## src/rtl/fgp_pkg.sv

```systemverilog
// fgp_pkg: shared constants, rule tables and sequencer codes for the
// fuzzy gain-scheduled PID unit. No dependencies.
`default_nettype none

package fgp_pkg;

   localparam int unsigned GAIN_W  = 26;
   localparam int unsigned NORM_W  = 31;
   localparam int unsigned DATA_W  = 32;
   localparam int unsigned STEP_W  = 17;
   localparam int unsigned MOP_W   = 33;
   localparam int unsigned PROD_W  = 2 * MOP_W;
   localparam int unsigned SCALE_W = 27;
   localparam int unsigned DIV_W   = 49;
   localparam int unsigned CNT_W   = 6;
   localparam int unsigned FUZ_W   = 19;
   localparam int unsigned ACC_W   = 37;

   localparam logic [SCALE_W-1:0] KP_ADJUST_SCALE_DEF = SCALE_W'(65536);
   localparam logic [SCALE_W-1:0] KI_ADJUST_SCALE_DEF = SCALE_W'(65536);
   localparam logic [SCALE_W-1:0] KD_ADJUST_SCALE_DEF = SCALE_W'(65536);

   localparam int NORM_MAX = 3 * 65536;
   localparam int GAIN_MAX = 65536000;

   // register indexes
   localparam logic [2:0] REG_BASE_P = 3'd0;
   localparam logic [2:0] REG_BASE_I = 3'd1;
   localparam logic [2:0] REG_BASE_D = 3'd2;
   localparam logic [2:0] REG_ENORM  = 3'd3;
   localparam logic [2:0] REG_RNORM  = 3'd4;
   localparam logic [2:0] REG_LOWER  = 3'd5;
   localparam logic [2:0] REG_UPPER  = 3'd6;
   localparam logic [2:0] REG_ALIM   = 3'd7;

   localparam int TAB_P [7][7] = '{
      '{3, 3, 2, 2, 1, 0, 0},
      '{3, 3, 2, 1, 1, 0, -1},
      '{2, 2, 2, 1, 0, -1, -1},
      '{2, 2, 1, 0, -1, -2, -2},
      '{1, 1, 0, -1, -1, -2, -2},
      '{1, 0, -1, -2, -2, -2, -3},
      '{0, 0, -2, -2, -2, -3, -3}};

   localparam int TAB_I [7][7] = '{
      '{-3, -3, -2, -2, -1, 0, 0},
      '{-3, -3, -2, -1, -1, 0, 0},
      '{-2, -2, -1, -1, 0, 1, 1},
      '{-2, -1, -1, 0, 1, 1, 2},
      '{-1, -1, 0, 1, 1, 2, 2},
      '{0, 0, 1, 1, 2, 3, 3},
      '{0, 0, 1, 2, 2, 3, 3}};

   localparam int TAB_D [7][7] = '{
      '{1, -1, -3, -3, -3, -2, 1},
      '{1, -1, -3, -2, -2, -1, 0},
      '{0, -1, -2, -2, -1, -1, 0},
      '{0, -1, -1, -1, -1, -1, 0},
      '{0, 0, 0, 0, 0, 0, 0},
      '{3, -1, 1, 1, 1, 1, 3},
      '{3, 2, 2, 2, 1, 1, 3}};

   typedef enum logic [4:0] {
      ST_IDLE = 5'b00001,
      ST_PREP = 5'b00010,
      ST_DIV  = 5'b00100,
      ST_MUL  = 5'b01000,
      ST_FIN  = 5'b10000
   } state_type;

   typedef enum logic [3:0] {
      OP_EN  = 4'd0,
      OP_ECN = 4'd1,
      OP_W00 = 4'd2,
      OP_W01 = 4'd3,
      OP_W10 = 4'd4,
      OP_W11 = 4'd5,
      OP_KP  = 4'd6,
      OP_KI  = 4'd7,
      OP_KD  = 4'd8,
      OP_INC = 4'd9,
      OP_UP  = 4'd10,
      OP_UI  = 4'd11,
      OP_UD  = 4'd12
   } op_type;

   typedef struct packed {
      logic start;
      logic done;
   } div_ctl_type;

   // weight times rule value in -3..3, shift and add only
   function automatic logic signed [ACC_W-1:0] rule_mul(
      input logic signed [ACC_W-1:0] w, input logic signed [2:0] r);
      logic signed [ACC_W-1:0] mag;
      logic [1:0] m;
      m = r[2] ? 2'(-r) : r[1:0];
      case (m)
         2'd0:    mag = '0;
         2'd1:    mag = w;
         2'd2:    mag = w <<< 1;
         2'd3:    mag = w + (w <<< 1);
         default: mag = '0;
      endcase
      return r[2] ? -mag : mag;
   endfunction

endpackage

`default_nettype wire

```

## src/rtl/fgp_mul.sv

```systemverilog
// fgp_mul: shared signed 33x33 multiplier with registered product.
// Depends on fgp_pkg.
`default_nettype none

module fgp_mul (
   input  wire logic                                clock,
   input  wire logic signed [fgp_pkg::MOP_W-1:0]    op_a,
   input  wire logic signed [fgp_pkg::MOP_W-1:0]    op_b,
   output logic signed [fgp_pkg::PROD_W-1:0]        prod
);

   logic signed [fgp_pkg::PROD_W-1:0] prod_ff;

   always_ff @(posedge clock) begin
      prod_ff <= fgp_pkg::PROD_W'(op_a) * fgp_pkg::PROD_W'(op_b);
   end

   assign prod = prod_ff;

endmodule

`default_nettype wire

```

## config.mk

```make
export PLATFORM = sky130hd
export DESIGN_NAME = fgp_mul
export DESIGN_NICKNAME = d
export VERILOG_FILES = /design/src/rtl/fgp_pkg.sv /design/src/rtl/fgp_mul.sv
export SDC_FILE = /design/constraint.sdc
export NUM_CORES = 2
export LEC_CHECK = 0
export ABC_AREA = 1
export BUFFER_PORTS_ARGS = -buffer_cell sky130_fd_sc_hd__buf_2
export CORE_MARGIN = 5
export CORE_UTILIZATION = 60
export CTS_CLUSTER_DIAMETER = 40
export CTS_CLUSTER_SIZE = 40
export DETAILED_ROUTE_END_ITERATION = 16
export PLACE_DENSITY = 0.77
export SYNTH_ARGS = -nofsm -noshare
export SYNTH_HDL_FRONTEND = slang
export SYNTH_SLANG_ARGS = --single-unit
```

## constraint.sdc

```tcl
create_clock -name clock -period 9.69 [get_ports clock]
set_clock_uncertainty 0.2 [all_clocks]
set_input_delay 1.938 -clock clock [delete_from_list [all_inputs] [get_ports clock]]
set_output_delay 1.938 -clock clock [all_outputs]
set_load 0.005 [all_outputs]
```

==> out/results.ini <==
[floorplanning]
fp.dieH_um = 278
rows = 98
initial_core_util_pct = 60.4
die_area_um2 = 77400
dieWidth_um = 278
core-area_um2 = 71500
ios = 133

[layout]
area_delta_synth_final_pct = 3.94
drive_gt1_share_pct = 5.06
multiInputGateArea_um2 = 33800
fillers = 6112
regArea_um2 = 1320
nNetsFinal = 6923
largest_reg_flops = 66

[synth]
synth-edff-count = 0
synth_area_per_cell_um2 = 7.79
ys_warn_count = 0
synthArstFlopShare_pct = 0
ys_top_cells_by_area = fa_1 53%, inv_1 16%, nand2_1 13%, ha_1 6.3%, dfxtp_1 3.1%
synth.most_common_cell = inv_1
syn_area_um2 = 43200
yosysTopAreaCellShare_pct = 53.1
yosys-top-cells-count = 1894 x inv_1, 1517 x nand2_1, 1145 x fa_1
synth_flop_cell = dfxtp_1
ys_seq_elements = 66
yosysTopAreaCell = fa_1
yosysSeqAreaShare_pct = 3.06
synth_fp_nets = 6972
syn_inst = 5543
ys_types = 35

[sta]
slew_violations = 0
layout_worst_path_cycle_share_pct = 93.2
worst_slew_pin_slew_ps = 1060
fmaxAchievable_mhz = 111
finalSetupViolCount = 0
min_period_ps = 9030
final_hold_viol_count = 0
rsz0062_at_grt = false
fin_tns_setup_ps = 0
slew_headroom_pct = 29.4

[clocking]
cts_buffer_depth = 2
cts-resized-gates = 0
cts_setup_buffers = 0
clock-sinks = 66
postCtsHoldBufs = 0
clkTransAtPathRegs_ps = 70
numCtsBuffers = 9
root_buffer = clkbuf_16
cts_tree = built
htreeDepth = 3

[detailed_routing]
vias = 33400
first_pass_iters = 5
drt_wl_total_um = 115000
route.detailed.drc = 0
drt-initial-drc-count = 2375
wire_per_inst_um = 17.9
ant_nets = 0
avgViaCountPerCell = 5.18

[global_routing]
grtUsageMet2_pct = 55.2
grt_pass1_wl_um = 193000
grt_pass1_vias = 37200
antenna_found_initial = 1
grt_use_met1_pct = 38.8
top_usage_layer = met2
grt_max_degree = 34
grtUsageMet3_pct = 4.10
grt_usage_pct = 31.2
gr-total-overflow = 0

[worst_hold_path]
min_path_cells = 4
holdPathEnd = prod[1]$_DFF_P_
hold_start = op_b[1]
min_path_type = in -> reg

[setup_path]
crit_path_max_fanout = 33
arrival_ps = 9030
startpoint = op_a[19]
cp-start-kind = primary input
required_ps = 9680
crit_path_end_kind = flop
worst-setup-path-type = in -> reg

[placement]
routabilityCongestion = 0.975
port_buffers = 132
hpwl_um = 100000

[outcome]
status = finished, final reports clean

[run]
cap_violations = 0

through the flow:
step | area, um^2 | setup slack, ps | hold WS (ps) | instances | utilization [%]
6_report | 44900 | 657 | 2050 | 6451 | 62.8
5_1_grt | 44900 | 268 | 2080 | 6449 | 62.8
4_1_cts | 44900 | 690 | 2000 | 6449 | 62.8
3_5_place_dp | 44600 | 340 | 2120 | 6433 | 62.4
3_3_place_gp | 44600 | 409 | 2120 | 6433 | 62.4
2_1_floorplan | 43200 | 796 | 2000 | 5543 | -
layout make-up:
| cell class | count | share of cell area (%) |
|---|---|---|
| Multi-Input combinational cell | 3319 | 75.2 |
| Inverter | 1895 | 15.9 |
| Sequential cell | 66 | 2.94 |
| Timing Repair Buffer | 203 | 2.69 |
| Tap cell | 950 | 2.65 |
| Clock buffer | 11 | 0.519 |
| Clock inverter | 5 | 0.123 |
| Antenna cell | 2 | 0.0112 |
layer usage:
metal,routed length (um),part of all wire [%]
met5,0,0
met4,6370,5.5
met3,8070,7.0
met2,57800,50
met1,43200,37
worst max path at each step:
| stage | endpoint | slack [ps] |
|---|---|---|
| after global routing | prod[57]$_DFF_P_ | 270 |
| after detailed placement | prod[57]$_DFF_P_ | 340 |
| final | prod[28]$_DFF_P_ | 660 |
| after global placement | prod[57]$_DFF_P_ | 410 |
| after CTS | prod[57]$_DFF_P_ | 690 |
| after floorplan | prod[60]$_DFF_P_ | 800 |
cells in the final DEF (no fill, tap or decap), drive strengths merged:
cell type / count
nand2: 1534
nand4: 19
a21boi: 1
dfxtp: 66
or2: 6
o21a: 1
a21o: 2
inv: 1895
ha: 217
buf: 203
and2: 3
fa: 1145
nor2: 154
xnor2: 4
nand3: 78
clkinvlp: 2
a21oi: 65
clkbuf: 11
bufinv: 1
diode: 2
o21bai: 14
nand3b: 3
nor3: 8
o21ai: 23
nor4: 5
xor2: 37
clkinv: 2
critical path: stages:
cell and delay, ps:
buf_2 720, nand2_1 190, fa_1 470, fa_1 510, inv_1 50, fa_1 510
inv_1 70, fa_1 540, inv_1 60, fa_1 480, fa_1 510, fa_1 510
inv_1 50, fa_1 480, inv_1 60, ha_1 450, nand2_2 120, nor2_1 220
inv_1 100, o21ai_0 290, inv_1 110, nand3_2 180, xor2_1 380
logic make-up (layout without fill, tap and decap cells):
logic type | after synthesis | after routing | share of synthesized area (%)
buf+inv | 2158 | 2114 | 18.8
simple gates | 1810 | 1810 | 16.6
fa+ha+maj | 1362 | 1362 | 59.4
compound gates | 106 | 106 | 1.38
flops | 66 | 66 | 3.06
xor+xnor | 41 | 41 | 0.832
other cells | 0 | 2 | 0
Power is left out: the tool's default activity adds up to more than one toggle a clock period on the data nets, which glitch-free logic cannot reach.
