--- config.mk ---
export PLATFORM = sky130hd
export DESIGN_NAME = fgp_div
export DESIGN_NICKNAME = d
export VERILOG_FILES = /design/src/rtl/fgp_pkg.sv /design/src/rtl/fgp_div.sv
export SDC_FILE = /design/constraint.sdc
export NUM_CORES = 1
export LEC_CHECK = 0
export ABC_AREA = 1
export BUFFER_PORTS_ARGS = -buffer_cell sky130_fd_sc_hd__buf_2
export CAP_MARGIN = 20
export CORE_UTILIZATION = 50
export CTS_CLUSTER_DIAMETER = 200
export DETAILED_ROUTE_END_ITERATION = 16
export GPL_TIMING_DRIVEN = 0
export PLACE_DENSITY = 0.77
export SETUP_SLACK_MARGIN = 0.3
export SKIP_CTS_REPAIR_TIMING = 1
export SYNTH_ARGS = -nofsm -noshare
export SYNTH_HDL_FRONTEND = slang
export SYNTH_SLANG_ARGS = --single-unit
--- constraint.sdc ---
create_clock -name clock -period 2.4 [get_ports clock]
set_input_delay 0.48 -clock clock [delete_from_list [all_inputs] [get_ports clock]]
set_output_delay 0.48 -clock clock [all_outputs]
set_load 0.005 [all_outputs]
--- src/rtl/fgp_pkg.sv ---
// fgp_pkg: shared constants, rule tables and sequencer codes for the
// fuzzy gain-scheduled PID unit. No dependencies.
`default_nettype none

package fgp_pkg;

   localparam int unsigned GAIN_W  = 26;
   localparam int unsigned NORM_W  = 31;
   localparam int unsigned DATA_W  = 32;
   localparam int unsigned STEP_W  = 17;
   localparam int unsigned MOP_W   = 33;
   localparam int unsigned PROD_W  = 2 * MOP_W;
   localparam int unsigned SCALE_W = 27;
   localparam int unsigned DIV_W   = 49;
   localparam int unsigned CNT_W   = 6;
   localparam int unsigned FUZ_W   = 19;
   localparam int unsigned ACC_W   = 37;

   localparam logic [SCALE_W-1:0] KP_ADJUST_SCALE_DEF = SCALE_W'(65536);
   localparam logic [SCALE_W-1:0] KI_ADJUST_SCALE_DEF = SCALE_W'(65536);
   localparam logic [SCALE_W-1:0] KD_ADJUST_SCALE_DEF = SCALE_W'(65536);

   localparam int NORM_MAX = 3 * 65536;
   localparam int GAIN_MAX = 65536000;

   // register indexes
   localparam logic [2:0] REG_BASE_P = 3'd0;
   localparam logic [2:0] REG_BASE_I = 3'd1;
   localparam logic [2:0] REG_BASE_D = 3'd2;
   localparam logic [2:0] REG_ENORM  = 3'd3;
   localparam logic [2:0] REG_RNORM  = 3'd4;
   localparam logic [2:0] REG_LOWER  = 3'd5;
   localparam logic [2:0] REG_UPPER  = 3'd6;
   localparam logic [2:0] REG_ALIM   = 3'd7;

   localparam int TAB_P [7][7] = '{
      '{3, 3, 2, 2, 1, 0, 0},
      '{3, 3, 2, 1, 1, 0, -1},
      '{2, 2, 2, 1, 0, -1, -1},
      '{2, 2, 1, 0, -1, -2, -2},
      '{1, 1, 0, -1, -1, -2, -2},
      '{1, 0, -1, -2, -2, -2, -3},
      '{0, 0, -2, -2, -2, -3, -3}};

   localparam int TAB_I [7][7] = '{
      '{-3, -3, -2, -2, -1, 0, 0},
      '{-3, -3, -2, -1, -1, 0, 0},
      '{-2, -2, -1, -1, 0, 1, 1},
      '{-2, -1, -1, 0, 1, 1, 2},
      '{-1, -1, 0, 1, 1, 2, 2},
      '{0, 0, 1, 1, 2, 3, 3},
      '{0, 0, 1, 2, 2, 3, 3}};

   localparam int TAB_D [7][7] = '{
      '{1, -1, -3, -3, -3, -2, 1},
      '{1, -1, -3, -2, -2, -1, 0},
      '{0, -1, -2, -2, -1, -1, 0},
      '{0, -1, -1, -1, -1, -1, 0},
      '{0, 0, 0, 0, 0, 0, 0},
      '{3, -1, 1, 1, 1, 1, 3},
      '{3, 2, 2, 2, 1, 1, 3}};

   typedef enum logic [4:0] {
      ST_IDLE = 5'b00001,
      ST_PREP = 5'b00010,
      ST_DIV  = 5'b00100,
      ST_MUL  = 5'b01000,
      ST_FIN  = 5'b10000
   } state_type;

   typedef enum logic [3:0] {
      OP_EN  = 4'd0,
      OP_ECN = 4'd1,
      OP_W00 = 4'd2,
      OP_W01 = 4'd3,
      OP_W10 = 4'd4,
      OP_W11 = 4'd5,
      OP_KP  = 4'd6,
      OP_KI  = 4'd7,
      OP_KD  = 4'd8,
      OP_INC = 4'd9,
      OP_UP  = 4'd10,
      OP_UI  = 4'd11,
      OP_UD  = 4'd12
   } op_type;

   typedef struct packed {
      logic start;
      logic done;
   } div_ctl_type;

   // weight times rule value in -3..3, shift and add only
   function automatic logic signed [ACC_W-1:0] rule_mul(
      input logic signed [ACC_W-1:0] w, input logic signed [2:0] r);
      logic signed [ACC_W-1:0] mag;
      logic [1:0] m;
      m = r[2] ? 2'(-r) : r[1:0];
      case (m)
         2'd0:    mag = '0;
         2'd1:    mag = w;
         2'd2:    mag = w <<< 1;
         2'd3:    mag = w + (w <<< 1);
         default: mag = '0;
      endcase
      return r[2] ? -mag : mag;
   endfunction

endpackage

`default_nettype wire

--- src/rtl/fgp_div.sv ---
// fgp_div: restoring divider, one quotient bit per cycle, unsigned.
// Depends on fgp_pkg.
`default_nettype none

module fgp_div (
   input  wire logic                             clock,
   input  wire logic                             reset,
   input  wire logic                             start,
   input  wire logic [fgp_pkg::DIV_W-1:0]        dividend,
   input  wire logic [fgp_pkg::STEP_W-1:0]       divisor,
   output logic                                  done,
   output logic [fgp_pkg::DIV_W-1:0]             quotient
);

   logic                          busy_ff;
   logic                          done_ff;
   logic [fgp_pkg::CNT_W-1:0]     cnt_ff;
   logic [fgp_pkg::STEP_W-1:0]    rem_ff;
   logic [fgp_pkg::DIV_W-1:0]     quo_ff;
   logic [fgp_pkg::STEP_W:0]      trial;
   logic                          fits;

   assign trial = {rem_ff, quo_ff[fgp_pkg::DIV_W-1]};
   assign fits  = trial >= {1'b0, divisor};

   always_ff @(posedge clock) begin
      if (reset) begin
         busy_ff <= 1'b0;
         done_ff <= 1'b0;
         cnt_ff  <= '0;
      end else begin
         done_ff <= 1'b0;
         if (start) begin
            busy_ff <= 1'b1;
            cnt_ff  <= fgp_pkg::CNT_W'(fgp_pkg::DIV_W - 1);
         end else if (busy_ff) begin
            cnt_ff <= cnt_ff - 1'b1;
            if (cnt_ff == '0) begin
               busy_ff <= 1'b0;
               done_ff <= 1'b1;
            end
         end
      end
   end

   always_ff @(posedge clock) begin
      if (start) begin
         rem_ff <= '0;
         quo_ff <= dividend;
      end else if (busy_ff) begin
         rem_ff <= fits ? fgp_pkg::STEP_W'(trial - {1'b0, divisor})
                        : fgp_pkg::STEP_W'(trial);
         quo_ff <= {quo_ff[fgp_pkg::DIV_W-2:0], fits};
      end
   end

   assign done     = done_ff;
   assign quotient = quo_ff;

endmodule

`default_nettype wire

==> results.json <==
{
  "antenna_found_initial": 0,
  "power_density_mw_per_mm2": 571,
  "seq_area_frac_synth_pct": 44.8,
  "multi_input_area_sq_mm": 0.00202,
  "synthFlopType": "edfxtp_1",
  "synth_top_cell_area_share_pct": 33.4,
  "drt_iter0_drc": 184,
  "maxCapViolCount": 0,
  "placed_cell_area_sq_mm": 0.00515,
  "worstSetupStartpointType": "flip-flop",
  "leakage_nw": 2.94,
  "cts-buffers-inserted": 9,
  "period_needed_ns": 2.01,
  "synth_top_family_by_area": "simple AND/OR/NAND/NOR gates",
  "synth-edff-count": 49,
  "final_nets": 823,
  "coreArea_sq_mm": 0.00838,
  "antenna_left": 0,
  "ios": 119,
  "path_max_fanout": 5,
  "grt_pass1_vias": 3591,
  "clock-root-buffer": "clkbuf_8",
  "routed_wl_microns": 10900,
  "dp_hpwl_microns": 7800,
  "synthXorXnorAreaFrac_pct": 1.59,
  "port-buffer-count": 117,
  "fill_cells": 759,
  "die_h_microns": 95.9,
  "cp_cell_sequence": "inv_2 -> ha_1 -> inv_2 -> fa_2 -> nand3_2 -> nand3_2 -> nand2_2 -> buf_6 -> buf_8 -> a31oi_1",
  "slowest_delay_ns": 0.41,
  "antenna_cells": 0,
  "worst-endpoint-required_ns": 2.48,
  "crit_type": "flip-flop to flip-flop",
  "netlist_top_cells_count": "279 x nand2_1, 82 x inv_1, 49 x edfxtp_1, 40 x nand3_1, 25 x dfxtp_1",
  "synth_fa_ha_area_share_pct": 5.57,
  "vias": 4143,
  "yosysTopAreaCell": "edfxtp_1",
  "vias_per_cell": 4.90,
  "status": "finished clean",
  "first_pass_iters": 4,
  "synthMuxAreaShare_pct": 0,
  "grt_setup_unrepaired": "true",
  "seq_area_sq_mm": 0.00197,
  "slew_violations": 0,
  "layout-drive-gt1-share_pct": 22.6,
  "crit_arrival_ns": 2.09,
  "synth-simple-area-share_pct": 34.8,
  "fmax_mhz": 497,
  "place_inst": 825,
  "cp-end-kind": "flip-flop",
  "die-width_microns": 95.9,
  "cts_sinks": 74,
  "globalRouteOverflowTotal": 0,
  "tightest_slew_ns": 0.672,
  "start_util_pct": 52.6,
  "syn_avg_cell_area_sq_um": 7.32,
  "hold_violations": 0,
  "cts_tree": "yes",
  "clockBufferDepth": 2,
  "wl_per_cell_microns": 12.9,
  "vdd_ir_drop_max_mv": 0.372,
  "ys_async_sr_fraction_pct": 0,
  "die_area_sq_mm": 0.00919,
  "finalCritPeriodShare_pct": 83.8,
  "synth_seq_cells": 74,
  "synth_most_common_cell": "nand2_1",
  "groute.usage.overall_pct": 23.0,
  "syn_nets": 690,
  "fin_area_sq_mm": 0.00545,
  "path_clk_slew_ns": 0.08,
  "ys.warnings.count": 0,
  "syn_to_final_growth_pct": 23.7,
  "final.setup_skew_ns": 0.0139,
  "drc": 0,
  "grt_pass1_wl_microns": 16200,
  "synth_compound_area_share_pct": 3.35,
  "grt_max_degree": 42,
  "hold_path_class": "primary input to flip-flop",
  "place_congestion": 0.913,
  "yosysUniqueCellTypes": 31,
  "setup_viol": 0,
  "core.rowCount": 33,
  "htreeDepth": 3,
  "synth_area_leaders": "edfxtp_1 33%, nand2_1 24%, dfxtp_1 11%",
  "fin_cells": 845,
  "clk_latency_ns": 0.36,
  "relSlewSlack_pct": 55.0,
  "synth_cells": 602,
  "critical_path.slowest_cell": "edfxtp_1",
  "netlist_area_sq_mm": 0.00441
}
## placed cells by master (no fill, tap or decap), types with 5 or more instances in the layout
master / count
ha_1: 18
xnor2_1: 6
a21oi_1: 12
o21ai_0: 9
nor2_1: 19
buf_2: 118
nand2_1: 275
nor3_1: 7
nand3_1: 38
nand2_2: 8
dfxtp_1: 25
nand3_2: 5
clkbuf_8: 10
edfxtp_1: 49
nand3b_1: 8
inv_1: 79
clkbuf_1: 12
## stage by stage
step | setup WS, ns | util (%) | setup TNS (ns) | power (mW) | hold WS [ns]
after global routing | 0.282 | 65.0 | 0 | 3.25 | 0.315
after global placement | -0.221 | 61.2 | -11.89 | 2.02 | 0.451
after CTS | 0.258 | 64.0 | 0 | 3.12 | 0.317
after detailed placement | 0.199 | 61.4 | 0 | 2.04 | 0.455
final | 0.389 | 65.0 | 0 | 3.11 | 0.321
after floorplan | 0.372 | - | 0 | 1.82 | 0.439
## worst max-delay path, delay by kind of cell (launching register included)
family,cells,cell delay (ns)
adders and majority gates,2,0.56
DFF,1,0.41
buffers and inverters,4,0.38
and+or+nand+nor,3,0.29
AOI/OAI and AO/OA,1,0.08
## worst paths after layout
path | to | from | slack (ns) | cells past startpoint
setup / recovery | quotient[0] | quotient[48] | 0.39 | 10
hold / removal | cnt_ff[4] | reset | 0.32 | 2
setup reg to reg | quotient[0] | quotient[48] | 0.39 | 10
hold reg to reg | rem_ff[13] | rem_ff[13] | 0.47 | 2
## registers in the layout, summed over array words and instances, names as in the netlist
signal / flops
busy_ff: 1
cnt_ff: 6
done: 1
quotient: 49
rem_ff: 17
## metal layers
metal	up-vias	wire [microns]	GRT usage (%)
li1	2161	-	-
met1	1852	4840	29.9
met2	111	5320	37.7
met3	19	524	4.82
met4	0	215	8.33
met5	-	0	0
## where the power goes
part	switching [mW]	internal (mW)
clock network	0.500	0.590
logic	0.277	0.201
registers	0.0557	1.49
total	0.832	2.28
## cell families (layout without fill, tap and decap cells)
| family | Yosys count | after routing |
|---|---|---|
| compound gates | 28 | 28 |
| xor+xnor | 8 | 8 |
| fa+ha+maj | 19 | 19 |
| buf+inv | 103 | 241 |
| flops | 74 | 74 |
| simple gates | 370 | 370 |
## layout make-up
type	instances	share of cell area (%)
buffer	18	2.27
clock buffer	10	2.34
clock inverter	6	1.65
inverter	85	5.92
multi-input combinational	425	37.0
sequential	74	36.2
tap	105	2.41
timing repair buffer	122	12.2
(Power assumes the default switching activity.)
